File: config.mk
export PLATFORM = sky130hd
export DESIGN_NAME = packed_3bit_cell_store_top
export DESIGN_NICKNAME = d
export VERILOG_FILES = /design/src/pcs_pkg.sv /design/src/pcs_ram.sv /design/src/packed_3bit_cell_store_top.sv
export SDC_FILE = /design/constraint.sdc
export NUM_CORES = 1
export LEC_CHECK = 0
export ABC_CLOCK_PERIOD_IN_PS = 23200
export BUFFER_PORTS_ARGS = -buffer_cell sky130_fd_sc_hd__buf_2
export CAP_MARGIN = 20
export CORE_MARGIN = 1.5
export CORE_UTILIZATION = 62
export CTS_CLUSTER_DIAMETER = 200
export DETAILED_ROUTE_END_ITERATION = 16
export PLACE_DENSITY = 0.8
export SYNTH_ARGS = -nofsm -noshare
export SYNTH_HDL_FRONTEND = slang
export SYNTH_SLANG_ARGS = --single-unit
File: constraint.sdc
create_clock -name clk_i -period 23.2 [get_ports clk_i]
set_input_delay 2.32 -clock clk_i [delete_from_list [all_inputs] [get_ports clk_i]]
set_output_delay 2.32 -clock clk_i [all_outputs]
set_load 0.005 [all_outputs]
File: src/pcs_pkg.sv
// Shared types and constants for the packed 3-bit cell store.
// No dependencies; imported by packed_3bit_cell_store_top.
package pcs_pkg;

  // Default grid dimensions
  localparam int DEF_MAX_ROWS = 16;
  localparam int DEF_MAX_COLS = 16;

  // Payload field widths
  localparam int ROW_W   = 4;
  localparam int COL_W   = 4;
  localparam int CELL_BW = 3;
  localparam int CNT_W   = 5;

  // Internal widths, fixed by the field widths above
  localparam int CELL_W = 9;   // row * column_count + column <= 480
  localparam int BIT_W  = 11;  // cell * 3 <= 1440
  localparam int POS_W  = 8;   // byte position
  localparam int DIM_W  = 9;   // holds a dimension up to 256
  localparam int TOT_W  = 17;  // holds a cell total up to 65536

  localparam logic [CELL_BW-1:0] CELL_MASK      = 3'h7;
  localparam logic [2:0]         STRADDLE_SHIFT = 3'd5;  // 8 - cell bits

  // Config register map
  localparam int CFG_IDX_W = 2;
  typedef enum logic [CFG_IDX_W-1:0] {
    REG_COLUMN_COUNT = 2'd0,
    REG_ROW_COUNT    = 2'd1
  } cfg_reg_e;

  localparam logic [CNT_W-1:0] COLUMN_COUNT_RST = 5'd16;
  localparam logic [CNT_W-1:0] ROW_COUNT_RST    = 5'd16;

endpackage

File: src/pcs_ram.sv
// Generic single-port-write, single-port-read RAM with registered read data.
// Depends on nothing beyond its parameters.
module pcs_ram #(
  parameter int WIDTH = 8,
  parameter int DEPTH = 64,
  parameter int AW    = (DEPTH > 1) ? $clog2(DEPTH) : 1
) (
  input  logic             clk_i,
  input  logic             we_i,
  input  logic [AW-1:0]    waddr_i,
  input  logic [WIDTH-1:0] wdata_i,
  input  logic [AW-1:0]    raddr_i,
  output logic [WIDTH-1:0] rdata_o
);

  logic [WIDTH-1:0] mem_q [DEPTH];
  logic [WIDTH-1:0] rdata_q;

  always_ff @(posedge clk_i) begin
    if (we_i) begin
      mem_q[waddr_i] <= wdata_i;
    end
    rdata_q <= mem_q[raddr_i];
  end

  assign rdata_o = rdata_q;

endmodule

File: src/packed_3bit_cell_store_top.sv
// Packed 3-bit cell store: top level with byte banks, valid bits and control.
// Depends on pcs_pkg and pcs_ram.
//
// Usage:
//   Input channel (in_valid_i / in_stall_o) carries one access: mode_i
//   (0 read, 1 write), row_i, column_i and write_value_i. Output channel
//   (out_valid_o / out_stall_i) returns one result per access: read_value_o
//   and out_of_range_o. A transfer happens when valid is high and stall low.
//   Each access has a transfer cycle, which computes the cell's byte
//   position and reads both candidate bytes, and a modify cycle, which
//   merges and writes back. The result enters the output register at the
//   end of the modify cycle. A new access is taken only in the idle state,
//   after the read-modify-write on the byte banks has completed.
//   Bytes are split into an even and an odd bank so a straddling cell's two
//   bytes come from one read. Per-entry valid bits, cleared at reset, make
//   the store read as all zero after reset with no clearing pass; config
//   registers reset to 16 columns and 16 rows.
//   A stalled result stays in the output register; the next access is taken
//   only once that register is empty or being drained.
//   cfg_valid_i / cfg_ready_o writes column_count (index 0) or row_count
//   (index 1); other indexes are ignored. Write config only while idle.
module packed_3bit_cell_store_top
  import pcs_pkg::*;
#(
  parameter int MAX_ROWS = pcs_pkg::DEF_MAX_ROWS,
  parameter int MAX_COLS = pcs_pkg::DEF_MAX_COLS
) (
  input  logic                           clk_i,
  input  logic                           rst_ni,
  // config write channel
  input  logic                           cfg_valid_i,
  output logic                           cfg_ready_o,
  input  logic [pcs_pkg::CFG_IDX_W-1:0]  cfg_index_i,
  input  logic [pcs_pkg::CNT_W-1:0]      cfg_data_i,
  // input channel
  input  logic                           in_valid_i,
  output logic                           in_stall_o,
  input  logic                           mode_i,
  input  logic [pcs_pkg::ROW_W-1:0]      row_i,
  input  logic [pcs_pkg::COL_W-1:0]      column_i,
  input  logic [pcs_pkg::CELL_BW-1:0]    write_value_i,
  // output channel
  output logic                           out_valid_o,
  input  logic                           out_stall_i,
  output logic [pcs_pkg::CELL_BW-1:0]    read_value_o,
  output logic                           out_of_range_o
);

  localparam int TOTAL_CELLS = MAX_ROWS * MAX_COLS;
  localparam int STORE_BYTES = (TOTAL_CELLS * CELL_BW + 7) / 8;
  // one spare entry per bank so the byte after the last one is addressable
  localparam int BANK_DEPTH  = STORE_BYTES / 2 + 1;
  localparam int BANK_AW     = (BANK_DEPTH > 1) ? $clog2(BANK_DEPTH) : 1;

  localparam logic [DIM_W-1:0] MAX_ROWS_L = DIM_W'(MAX_ROWS);
  localparam logic [DIM_W-1:0] MAX_COLS_L = DIM_W'(MAX_COLS);
  localparam logic [TOT_W-1:0] TOTAL_L    = TOT_W'(TOTAL_CELLS);

  typedef enum logic [1:0] {
    S_IDLE = 2'b01,
    S_MOD  = 2'b10
  } state_e;

  state_e state_q, state_d;

  // ---------------------------------------------------------------------
  // Config registers
  // ---------------------------------------------------------------------
  logic [CNT_W-1:0] column_count_q, row_count_q;

  assign cfg_ready_o = 1'b1;

  always_ff @(posedge clk_i or negedge rst_ni) begin
    if (!rst_ni) begin
      column_count_q <= COLUMN_COUNT_RST;
      row_count_q    <= ROW_COUNT_RST;
    end else if (cfg_valid_i && cfg_ready_o) begin
      unique case (cfg_index_i)
        REG_COLUMN_COUNT: column_count_q <= cfg_data_i;
        REG_ROW_COUNT:    row_count_q    <= cfg_data_i;
        default: ;
      endcase
    end
  end

  // ---------------------------------------------------------------------
  // Handshake
  // ---------------------------------------------------------------------
  logic out_valid_q;
  logic in_xfer;

  // take a new access only when the result register will be free for it
  assign in_stall_o = !((state_q == S_IDLE) && (!out_valid_q || !out_stall_i));
  assign in_xfer    = in_valid_i && !in_stall_o;

  // ---------------------------------------------------------------------
  // Address calculation (transfer cycle)
  // ---------------------------------------------------------------------
  logic [CELL_W-1:0]  cell_lin;
  logic [BIT_W-1:0]   bit_idx;
  logic [POS_W-1:0]   pos;
  logic               bad;
  logic [BANK_AW-1:0] even_ra, odd_ra;

  assign cell_lin = CELL_W'({5'd0, row_i} * {4'd0, column_count_q})
                  + CELL_W'({5'd0, column_i});

  assign bad = ({1'b0, row_i} >= row_count_q)
            || ({1'b0, column_i} >= column_count_q)
            || ({{(DIM_W-ROW_W){1'b0}}, row_i} >= MAX_ROWS_L)
            || ({{(DIM_W-COL_W){1'b0}}, column_i} >= MAX_COLS_L)
            || ({{(TOT_W-CELL_W){1'b0}}, cell_lin} >= TOTAL_L);

  assign bit_idx = ({2'b00, cell_lin} << 1) + {2'b00, cell_lin};
  assign pos     = bit_idx[BIT_W-1:3];

  // even bank holds bytes 0,2,4..; odd bank 1,3,5..
  // an odd position takes its upper byte from the next even entry
  assign even_ra = BANK_AW'({1'b0, pos[POS_W-1:1]} + {{(POS_W-1){1'b0}}, pos[0]});
  assign odd_ra  = BANK_AW'(pos[POS_W-1:1]);

  // ---------------------------------------------------------------------
  // Access registers
  // ---------------------------------------------------------------------
  logic               mode_q, bad_q, pos0_q;
  logic [2:0]         shift_q;
  logic [CELL_BW-1:0] wval_q;
  logic [BANK_AW-1:0] even_a_q, odd_a_q;

  always_ff @(posedge clk_i) begin
    if (in_xfer) begin
      mode_q   <= mode_i;
      bad_q    <= bad;
      pos0_q   <= pos[0];
      shift_q  <= bit_idx[2:0];
      wval_q   <= write_value_i;
      even_a_q <= even_ra;
      odd_a_q  <= odd_ra;
    end
  end

  // ---------------------------------------------------------------------
  // Byte banks and valid bits
  // ---------------------------------------------------------------------
  logic [BANK_DEPTH-1:0] even_vld_q, odd_vld_q;
  logic                  even_vrd_q, odd_vrd_q;
  logic [7:0]            even_rd, odd_rd;
  logic                  even_we, odd_we;
  logic [7:0]            even_wd, odd_wd;

  pcs_ram #(
    .WIDTH (8),
    .DEPTH (BANK_DEPTH),
    .AW    (BANK_AW)
  ) u_even_bank (
    .clk_i   (clk_i),
    .we_i    (even_we),
    .waddr_i (even_a_q),
    .wdata_i (even_wd),
    .raddr_i (even_ra),
    .rdata_o (even_rd)
  );

  pcs_ram #(
    .WIDTH (8),
    .DEPTH (BANK_DEPTH),
    .AW    (BANK_AW)
  ) u_odd_bank (
    .clk_i   (clk_i),
    .we_i    (odd_we),
    .waddr_i (odd_a_q),
    .wdata_i (odd_wd),
    .raddr_i (odd_ra),
    .rdata_o (odd_rd)
  );

  // sample valid bits alongside the RAM read
  always_ff @(posedge clk_i or negedge rst_ni) begin
    if (!rst_ni) begin
      even_vrd_q <= 1'b0;
      odd_vrd_q  <= 1'b0;
    end else if (in_xfer) begin
      even_vrd_q <= bad ? 1'b0 : even_vld_q[even_ra];
      odd_vrd_q  <= bad ? 1'b0 : odd_vld_q[odd_ra];
    end
  end

  always_ff @(posedge clk_i or negedge rst_ni) begin
    if (!rst_ni) begin
      even_vld_q <= '0;
      odd_vld_q  <= '0;
    end else begin
      if (even_we) even_vld_q[even_a_q] <= 1'b1;
      if (odd_we)  odd_vld_q[odd_a_q]   <= 1'b1;
    end
  end

  // ---------------------------------------------------------------------
  // Merge and write back (modify cycle)
  // ---------------------------------------------------------------------
  logic [7:0]  even_b, odd_b, lo_b, hi_b;
  logic [15:0] window, cmask, new_win;
  logic        do_write, straddle;
  logic [CELL_BW-1:0] rd_val;

  assign even_b = even_vrd_q ? even_rd : 8'h00;
  assign odd_b  = odd_vrd_q  ? odd_rd  : 8'h00;
  assign lo_b   = pos0_q ? odd_b  : even_b;
  assign hi_b   = pos0_q ? even_b : odd_b;
  assign window = {hi_b, lo_b};

  assign cmask    = {13'd0, CELL_MASK} << shift_q;
  assign new_win  = (window & ~cmask) | ({13'd0, wval_q} << shift_q);
  assign rd_val   = CELL_BW'(window >> shift_q);
  assign straddle = shift_q > STRADDLE_SHIFT;
  assign do_write = (state_q == S_MOD) && mode_q && !bad_q;

  // low byte goes to its own bank, high byte to the other only on straddle
  always_comb begin
    even_we = 1'b0;
    odd_we  = 1'b0;
    even_wd = new_win[7:0];
    odd_wd  = new_win[7:0];
    if (do_write) begin
      if (pos0_q) begin
        odd_we  = 1'b1;
        odd_wd  = new_win[7:0];
        even_we = straddle;
        even_wd = new_win[15:8];
      end else begin
        even_we = 1'b1;
        even_wd = new_win[7:0];
        odd_we  = straddle;
        odd_wd  = new_win[15:8];
      end
    end
  end

  // ---------------------------------------------------------------------
  // Sequencer
  // ---------------------------------------------------------------------
  always_comb begin
    state_d = state_q;
    unique case (state_q)
      S_IDLE:  if (in_xfer) state_d = S_MOD;
      S_MOD:   state_d = S_IDLE;
      default: state_d = S_IDLE;
    endcase
  end

  always_ff @(posedge clk_i or negedge rst_ni) begin
    if (!rst_ni) begin
      state_q <= S_IDLE;
    end else begin
      state_q <= state_d;
    end
  end

  // ---------------------------------------------------------------------
  // Output register
  // ---------------------------------------------------------------------
  logic               out_valid_d;
  logic [CELL_BW-1:0] read_value_q;
  logic               oor_q;

  always_comb begin
    out_valid_d = out_valid_q;
    if (out_valid_q && !out_stall_i) out_valid_d = 1'b0;
    if (state_q == S_MOD) out_valid_d = 1'b1;
  end

  always_ff @(posedge clk_i or negedge rst_ni) begin
    if (!rst_ni) begin
      out_valid_q <= 1'b0;
    end else begin
      out_valid_q <= out_valid_d;
    end
  end

  always_ff @(posedge clk_i) begin
    if (state_q == S_MOD) begin
      read_value_q <= (mode_q || bad_q) ? '0 : rd_val;
      oor_q        <= bad_q;
    end
  end

  assign out_valid_o    = out_valid_q;
  assign read_value_o   = read_value_q;
  assign out_of_range_o = oor_q;

endmodule
==> out/metrics.cfg, run 1 <==
[timing]
max_slew_margin_pct = 28.6
maxSlewViolCount = 0
final_hold_viol_count = 0
worstMarginPinSlew_ns = 1.07
fmax_mhz = 106
fin_skew_ns = 0.0307
setup_slack_ns = 13.78
fin_crit_ns = 9.42
setup_violations = 0
rsz0062_at_grt = no
period_share_pct = 40.6
tns_ns = 0

[critical_path]
crit_arrival_ns = 9.92
crit_type = input pin to register
critPathMaxFanout = 111
crit_buf_inv = 6
cpPeakStageDelay_ns = 0.90
crit_chain = buf_2, nand2_1, fa_1, fa_1, fa_1, inv_1, ha_1, a211oi_2, o21bai_2, nand2_1, inv_1, ha_1, o21ai_0, nor2_1, nor2_4, buf_12, ha_4, buf_4, buf_4, mux4_2, a21boi_0, a211oi_1, a211o_1, a41oi_1
end_kind = register
cp_slowest_cell = ha_4
cp-start-kind = input pin
path_common_cell = fa_1
crit_family = adder cells
cp.required_ns = 23.69

[cts]
clockBufferDepth = 3
clkTransAtPathRegs_ns = 0.06
cts_resized = 0
h-tree-depth = 3
cts_buffers = 91
tritoncts = built
cts_root_buf = clkbuf_16
clk_latency_ns = 0.65
cts_setup_buffers = 0
clock-sinks = 938
cts_hold_buf = 0

[job]
maxCapViolCount = 0

[routing]
wl_per_cell_um = 29.3
drt-total-wl_um = 90200
via_count = 20860
ant_nets = 0
vias_per_cell = 6.78
drt-initial-drc-count = 2697
drc = 0
firstDrtPassIters = 5

[yosys]
async_reset_ff_share_pct = 12.0
syn-cell-area_um2 = 38600
synth_ff_type = edfxtp_1
avgSynthCellArea_um2 = 18.4
synth_edf_count = 809
syn-num-nets = 2168
synth.yosys.seq_area_share_pct = 71.0
synth_seq_cells = 938
synth_warnings = 0
yosysUniqueCellTypes = 79
postSynthCellCount = 2099

[grt]
grt_pass1_wl_um = 134000
grt_max_degree = 112
grt.overflow.total = 0
antenna_found_initial = 0
grt_pass1_vias = 20960
grt_usage_pct = 29.0

[finish]
final_layout_size_suffix_gt1_share_pct = 26.9
layout_commonest_cell = edfxtp_1
regArea_um2 = 27400
multi_input_area_um2 = 10800
final_nets = 2231
synthToLayoutAreaGrowth_pct = 11.4
final_cell_mix = 809 x edfxtp_1, 236 x mux4_2, 124 x nor2_1
n_fill_cell = 3609
diodes = 0

[place]
place_hpwl_um = 52400
gp_congestion = 0.855
preCtsSetupSlack_ns = 13.01
io_buffers = 29

[floorplanning]
ios = 31
coreArea_um2 = 61700
row_count = 91
die_y_um = 253
dieArea_um2 = 63800
start_util_pct = 62.6
die_w_um = 253

[status]
status = finished, final reports clean

[hold_path]
hold_path.class = register to register

worst register-to-register path: stages, from the launching register on:
cell and delay, ns:
dfrtp_1 0.40, nand2_1 0.11, fa_1 0.56, fa_1 0.43, fa_1 0.49, inv_1 0.05
ha_1 0.26, a211oi_2 0.32, o21bai_2 0.18, nand2_1 0.21, inv_1 0.11, ha_1 0.32
o21ai_0 0.08, nor2_1 0.40, nor2_4 0.08, buf_12 0.24, ha_4 0.92, buf_4 0.70
buf_4 0.73, mux4_2 0.63, a21boi_0 0.14, a211oi_1 0.23, a211o_1 0.13, a41oi_1 0.11
stage by stage:
stage | cell area, um2 | hold slack, ns | instances | utilization (%)
4_1_cts | 43000 | 0.467 | 3073 | 69.6
3_5_place_dp | 39900 | 0.448 | 2902 | 64.7
3_3_place_gp | 39900 | 0.445 | 2901 | 64.7
6_report | 43000 | 0.464 | 3077 | 69.7
2_1_floorplan | 38600 | 0.430 | 2099 | -
5_1_grt | 43000 | 0.472 | 3077 | 69.7
worst paths after layout:
| check | from | end | slack [ns] | depth (start not counted) |
|---|---|---|---|---|
| min in group asynchronous | rst_ni | column_count_q[2]$_DFFE_PN0P_ | 1.73 | 1 |
| max | row_i[1] | even_vrd_q$_DFFE_PN0P_ | 13.78 | 24 |
| min reg2reg | odd_vld_q[30]$_DFFE_PN0P_ | odd_vld_q[30]$_DFFE_PN0P_ | 0.46 | 1 |
| min | odd_vld_q[30]$_DFFE_PN0P_ | odd_vld_q[30]$_DFFE_PN0P_ | 0.46 | 1 |
| max in group asynchronous | rst_ni | odd_vld_q[12]$_DFFE_PN0P_ | 20.23 | 2 |
| max reg2reg | column_count_q[2]$_DFFE_PN0P_ | even_vrd_q$_DFFE_PN0P_ | 15.18 | 23 |
synth_stat cells (all sizes together) (10+ instances only):
master	count	area, um2
mux2	14	158
nand3	29	145
dfxtp	16	320
buf	27	159
dfrtp	110	2750
or2	100	626
o21ai	45	225
edfxtp	809	24300
a211oi	19	153
fa	10	200
mux2i	84	841
clkbuf	69	259
nor2	126	473
nand2	68	258
a31oi	21	131
and2	30	193
ha	35	438
inv	54	203
o211ai	11	87.6
a211o	20	175
a21boi	10	75.1
a21oi	42	210
mux4	236	5320
metal layers:
metal / global-route usage (%) / vias to the layer above / share of wire (%)
met5: 0 / - / 0
met4: 8.37 / 0 / 2.5
met3: 5.84 / 183 / 11
met2: 45.9 / 1383 / 49
met1: 41.6 / 10810 / 38
li1: - / 8484 / -
sequential cells by signal, summed over array words and instances, names as in the netlist:
| signal | cells |
|---|---|
| odd_vrd_q | 1 |
| u_even_bank.mem_q | 392 |
| even_a_q | 6 |
| column_count_q | 5 |
| row_count_q | 5 |
| u_odd_bank.mem_q | 392 |
| wval_q | 3 |
| out_of_range_o | 1 |
| pos0_q | 1 |
| even_vld_q | 49 |
| out_valid_o | 1 |
| state_q | 2 |
| even_vrd_q | 1 |
| mode_q | 1 |
| shift_q | 3 |
| bad_q | 1 |
| u_odd_bank.rdata_o | 8 |
| u_even_bank.rdata_o | 8 |
| read_value_o | 3 |
| odd_vld_q | 49 |
| odd_a_q | 6 |
layout make-up:
cell class	instances	share of cell area (%)
clock buffers	129	5.95
clock inverters	42	1.08
inverters	59	0.526
multi-input cells	1006	25.1
flip-flops and latches	938	63.8
well taps	837	2.43
repair buffers	66	1.16
cells by family (layout without fill, tap and decap cells):
group | after synthesis | after routing | synth area share, %
flip-flops | 938 | 938 | 71.0
buffers and inverters | 155 | 296 | 1.67
XOR/XNOR | 7 | 7 | 0.198
AND/OR/NAND/NOR | 410 | 410 | 5.42
adder cells (fa/ha/maj) | 45 | 45 | 1.65
multiplexers | 334 | 334 | 16.3
other | 1 | 1 | 0.00970
AO/OA/AOI/OAI | 209 | 209 | 3.70
Power of run 1 is left out: the tool's default activity adds up to more than one toggle a clock period on the data nets, which glitch-free logic cannot reach.
==> run 2: changes to the inputs <==
--- a/config.mk
+++ b/config.mk
@@ -5,14 +5,15 @@
 export SDC_FILE = /design/constraint.sdc
 export NUM_CORES = 1
 export LEC_CHECK = 0
-export ABC_CLOCK_PERIOD_IN_PS = 23200
+export ABC_AREA = 1
+export ABC_CLOCK_PERIOD_IN_PS = 8200
 export BUFFER_PORTS_ARGS = -buffer_cell sky130_fd_sc_hd__buf_2
 export CAP_MARGIN = 20
 export CORE_MARGIN = 1.5
-export CORE_UTILIZATION = 62
+export CORE_UTILIZATION = 57
 export CTS_CLUSTER_DIAMETER = 200
 export DETAILED_ROUTE_END_ITERATION = 16
-export PLACE_DENSITY = 0.8
+export PLACE_DENSITY = 0.78
 export SYNTH_ARGS = -nofsm -noshare
 export SYNTH_HDL_FRONTEND = slang
 export SYNTH_SLANG_ARGS = --single-unit
==> constraint.sdc (replaced) <==
create_clock -name clk_i -period 8.2 [get_ports clk_i]
set_input_delay 0.82 -clock clk_i [delete_from_list [all_inputs] [get_ports clk_i]]
set_output_delay 0.82 -clock clk_i [all_outputs]
set_load 0.005 [all_outputs]
==> run 2 against run 1 <==
Effect of this change: flip-flop and latch count unchanged; critical endpoint is now u_even_bank.rdata_o[1]$_DFF_P_; critical path type is now register to register; via count up 30%; first-iteration DRC count up 44%; core utilization down 6.1 points.
==> out/metrics.cfg, run 2 <==
[floorplanning]
ios = 31  ; unchanged
die_y_um = 267  ; +5.5%
coreArea_um2 = 68700  ; +11%
dieArea_um2 = 71100  ; +11%
row_count = 96  ; +5.5%
start_util_pct = 57.6  ; -5.0 points
die_w_um = 267  ; +5.5%

[cts]
cts_root_buf = clkbuf_16
cts_buffers = 91  ; unchanged
clkTransAtPathRegs_ns = 0.06  ; about the same
clk_latency_ns = 0.66  ; about the same
tritoncts = built
cts_hold_buf = 0  ; unchanged
cts_setup_buffers = 0  ; unchanged
clockBufferDepth = 3  ; unchanged
h-tree-depth = 3  ; unchanged
cts_resized = 0  ; unchanged
clock-sinks = 938  ; unchanged

[timing]
fin_skew_ns = 0.0304  ; -0.000222 ns
final_hold_viol_count = 0  ; unchanged
rsz0062_at_grt = no
tns_ns = 0  ; unchanged
setup_violations = 0  ; unchanged
maxSlewViolCount = 0  ; unchanged
fin_crit_ns = 6.36
fmax_mhz = 157
max_slew_margin_pct = 24.9  ; -3.7 points
worstMarginPinSlew_ns = 1.13  ; +0.0593 ns
period_share_pct = 77.6

[critical_path]
path_common_cell = nand2_1
crit_type = register to register
crit_chain = nand2_1, fa_1, fa_1, fa_1, inv_1, ha_1, xor2_1, ha_1, nand2_1, nand2_1, o21ai_0, nand2_4, inv_6, ha_4, inv_6, buf_12, o21ai_0, o22ai_1, nor2_1, nor2_1, o21ai_0, nand3_1, nand3_1, nand2_1
crit_arrival_ns = 6.94  ; -2.98 ns
r2r_setup_slack_ns = 1.84  ; -13.34 ns
critPathMaxFanout = 115  ; +3.6%
r2r_start = column_count_q[1]$_DFFE_PN0P_
cp.required_ns = 8.79  ; -14.90 ns
worstRegToRegCells = 24  ; +4.3%
cpPeakStageDelay_ns = 0.69  ; -0.21 ns
cp-start-kind = register
cp_slowest_cell = inv_6
critical_path.startpoint = column_count_q[1]$_DFFE_PN0P_
end_kind = register

[yosys]
syn-cell-area_um2 = 39600  ; +2.4%
synth_commonest_cells = 809 x edfxtp_1, 499 x nor2_1, 497 x nand2_1, 434 x o21ai_0, 175 x nand3_1
postSynthCellCount = 3441  ; +64%
synth_ff_type = edfxtp_1
syn-num-nets = 3510  ; +62%
synth.yosys.seq_area_share_pct = 69.3  ; -1.7 points
synth_top_area_share_pct = 61.4  ; -1.5 points
synth_edf_count = 809  ; unchanged
synth_warnings = 0  ; unchanged
avgSynthCellArea_um2 = 11.5  ; -38%
synth_area_leaders = edfxtp_1 61%, dfrtp_1 7.0%, o21ai_0 5.5%
synth_seq_cells = 938  ; unchanged
async_reset_ff_share_pct = 12.0  ; unchanged
yosysMostFrequentCell = edfxtp_1
synth.largest_area_cell = edfxtp_1
yosysUniqueCellTypes = 54  ; -32%

[routing]
firstDrtPassIters = 6  ; +1
drt-initial-drc-count = 3895  ; +44%
ant_nets = 0  ; unchanged
drt-total-wl_um = 96600  ; +7.1%
via_count = 27042  ; +30%
drc = 0  ; unchanged
wl_per_cell_um = 21.9  ; -25%
vias_per_cell = 6.13  ; -9.5%

[finish]
final_layout_size_suffix_gt1_share_pct = 9.26  ; -18 points
layout_commonest_cell = edfxtp_1
synthToLayoutAreaGrowth_pct = 10.5
final_cell_mix = 809 x edfxtp_1, 499 x nor2_1, 494 x nand2_1
reg_top3 = u_even_bank.mem_q x392, u_odd_bank.mem_q x392
final_nets = 3470  ; +56%

[place]
io_buffers = 29  ; unchanged
gp_congestion = 0.929  ; +8.7%
place_hpwl_um = 54700  ; +4.4%

[hold_path]
hold_path.class = input pin to async pin

[status]
status = finished, final reports clean

[grt]
grt_max_degree = 219  ; +96%
grt_pass1_vias = 25750  ; +23%
grt_usage_pct = 27.3  ; -1.7 points
grt_pass1_wl_um = 148000  ; +10%
antenna_found_initial = 0  ; unchanged
grt.overflow.total = 0  ; unchanged

[job]
maxCapViolCount = 0  ; unchanged

-- run 2: cell count changes in the layout (fill, tap and decap cells not counted), sizes merged, moves of 27 or more --
cell / change
and2: -30
inv: +111
a21oi: +39
mux4: -236
nand2: +447
o21ai: +413
o22ai: +157
mux2i: -83
nor2: +377
o211ai: +27
nand3: +152
or2: -52
-- run 2: cell type report --
class                   count  area (um2)
diodes                      1        2.50
clock buffers             124        2530
clock inverters            45         611
fillers                  5028       25000
inverters                 169         648
multi-input cells        2131       10800
flip-flops and latches    938       27400
well taps                 931        1160
repair buffers             70         534
-- run 2: kinds of logic (layout without fill, tap and decap cells) --
kind of cell | Yosys count | in the layout | share of synthesized area, %
and+or+nand+nor | 1269 | 1269 | 13.3
DFF | 938 | 938 | 69.3
AOI/OAI and AO/OA | 811 | 811 | 11.7
buffers and inverters | 372 | 408 | 3.91
adders and majority gates | 45 | 45 | 1.61
xor gates and xnor gates | 4 | 4 | 0.126
other | 1 | 2 | 0.00947
muxes | 1 | 1 | 0.0253
-- run 2: stage by stage --
stage	hold WS [ns]	cell area [um2]	util (%)	cells	setup slack [ns]
after global placement	0.437	40600	59.1	4239	1.57
after global routing	0.158	43700	63.7	4408	1.51
final	0.112	43700	63.7	4409	1.84
after CTS	0.127	43700	63.7	4408	1.94
after floorplan	0.424	39600	-	3441	2.22
after detailed placement	0.445	40600	59.1	4239	1.48
-- run 2: critical path, delay by kind of cell (launching register included) --
kind            cells  cell delay, ns
buf+inv             4            1.14
xor+xnor            1            0.22
flops               1            0.48
compound gates      4            0.78
fa+ha+maj           6            2.50
simple gates        9            1.05
-- run 2: path summary, 6_finish.rpt --
check	to
min in group clk_i	mode_q$_DFFE_PP_
max reg2reg	u_even_bank.rdata_o[1]$_DFF_P_
min	even_vld_q[9]$_DFFE_PN0P_
max in group asynchronous	odd_vld_q[35]$_DFFE_PN0P_
max	u_even_bank.rdata_o[1]$_DFF_P_
min reg2reg	even_vld_q[8]$_DFFE_PN0P_
-- run 2: per-layer routing --
metal	GRT usage, %	share of wire (%)	vias to the layer above
met5	0	0	-
met4	10.8	3.4	0
met3	5.18	10	224
met2	42.0	46	1535
met1	38.7	40	13078
li1	-	-	12205
Power of run 2 is left out for the same reason.
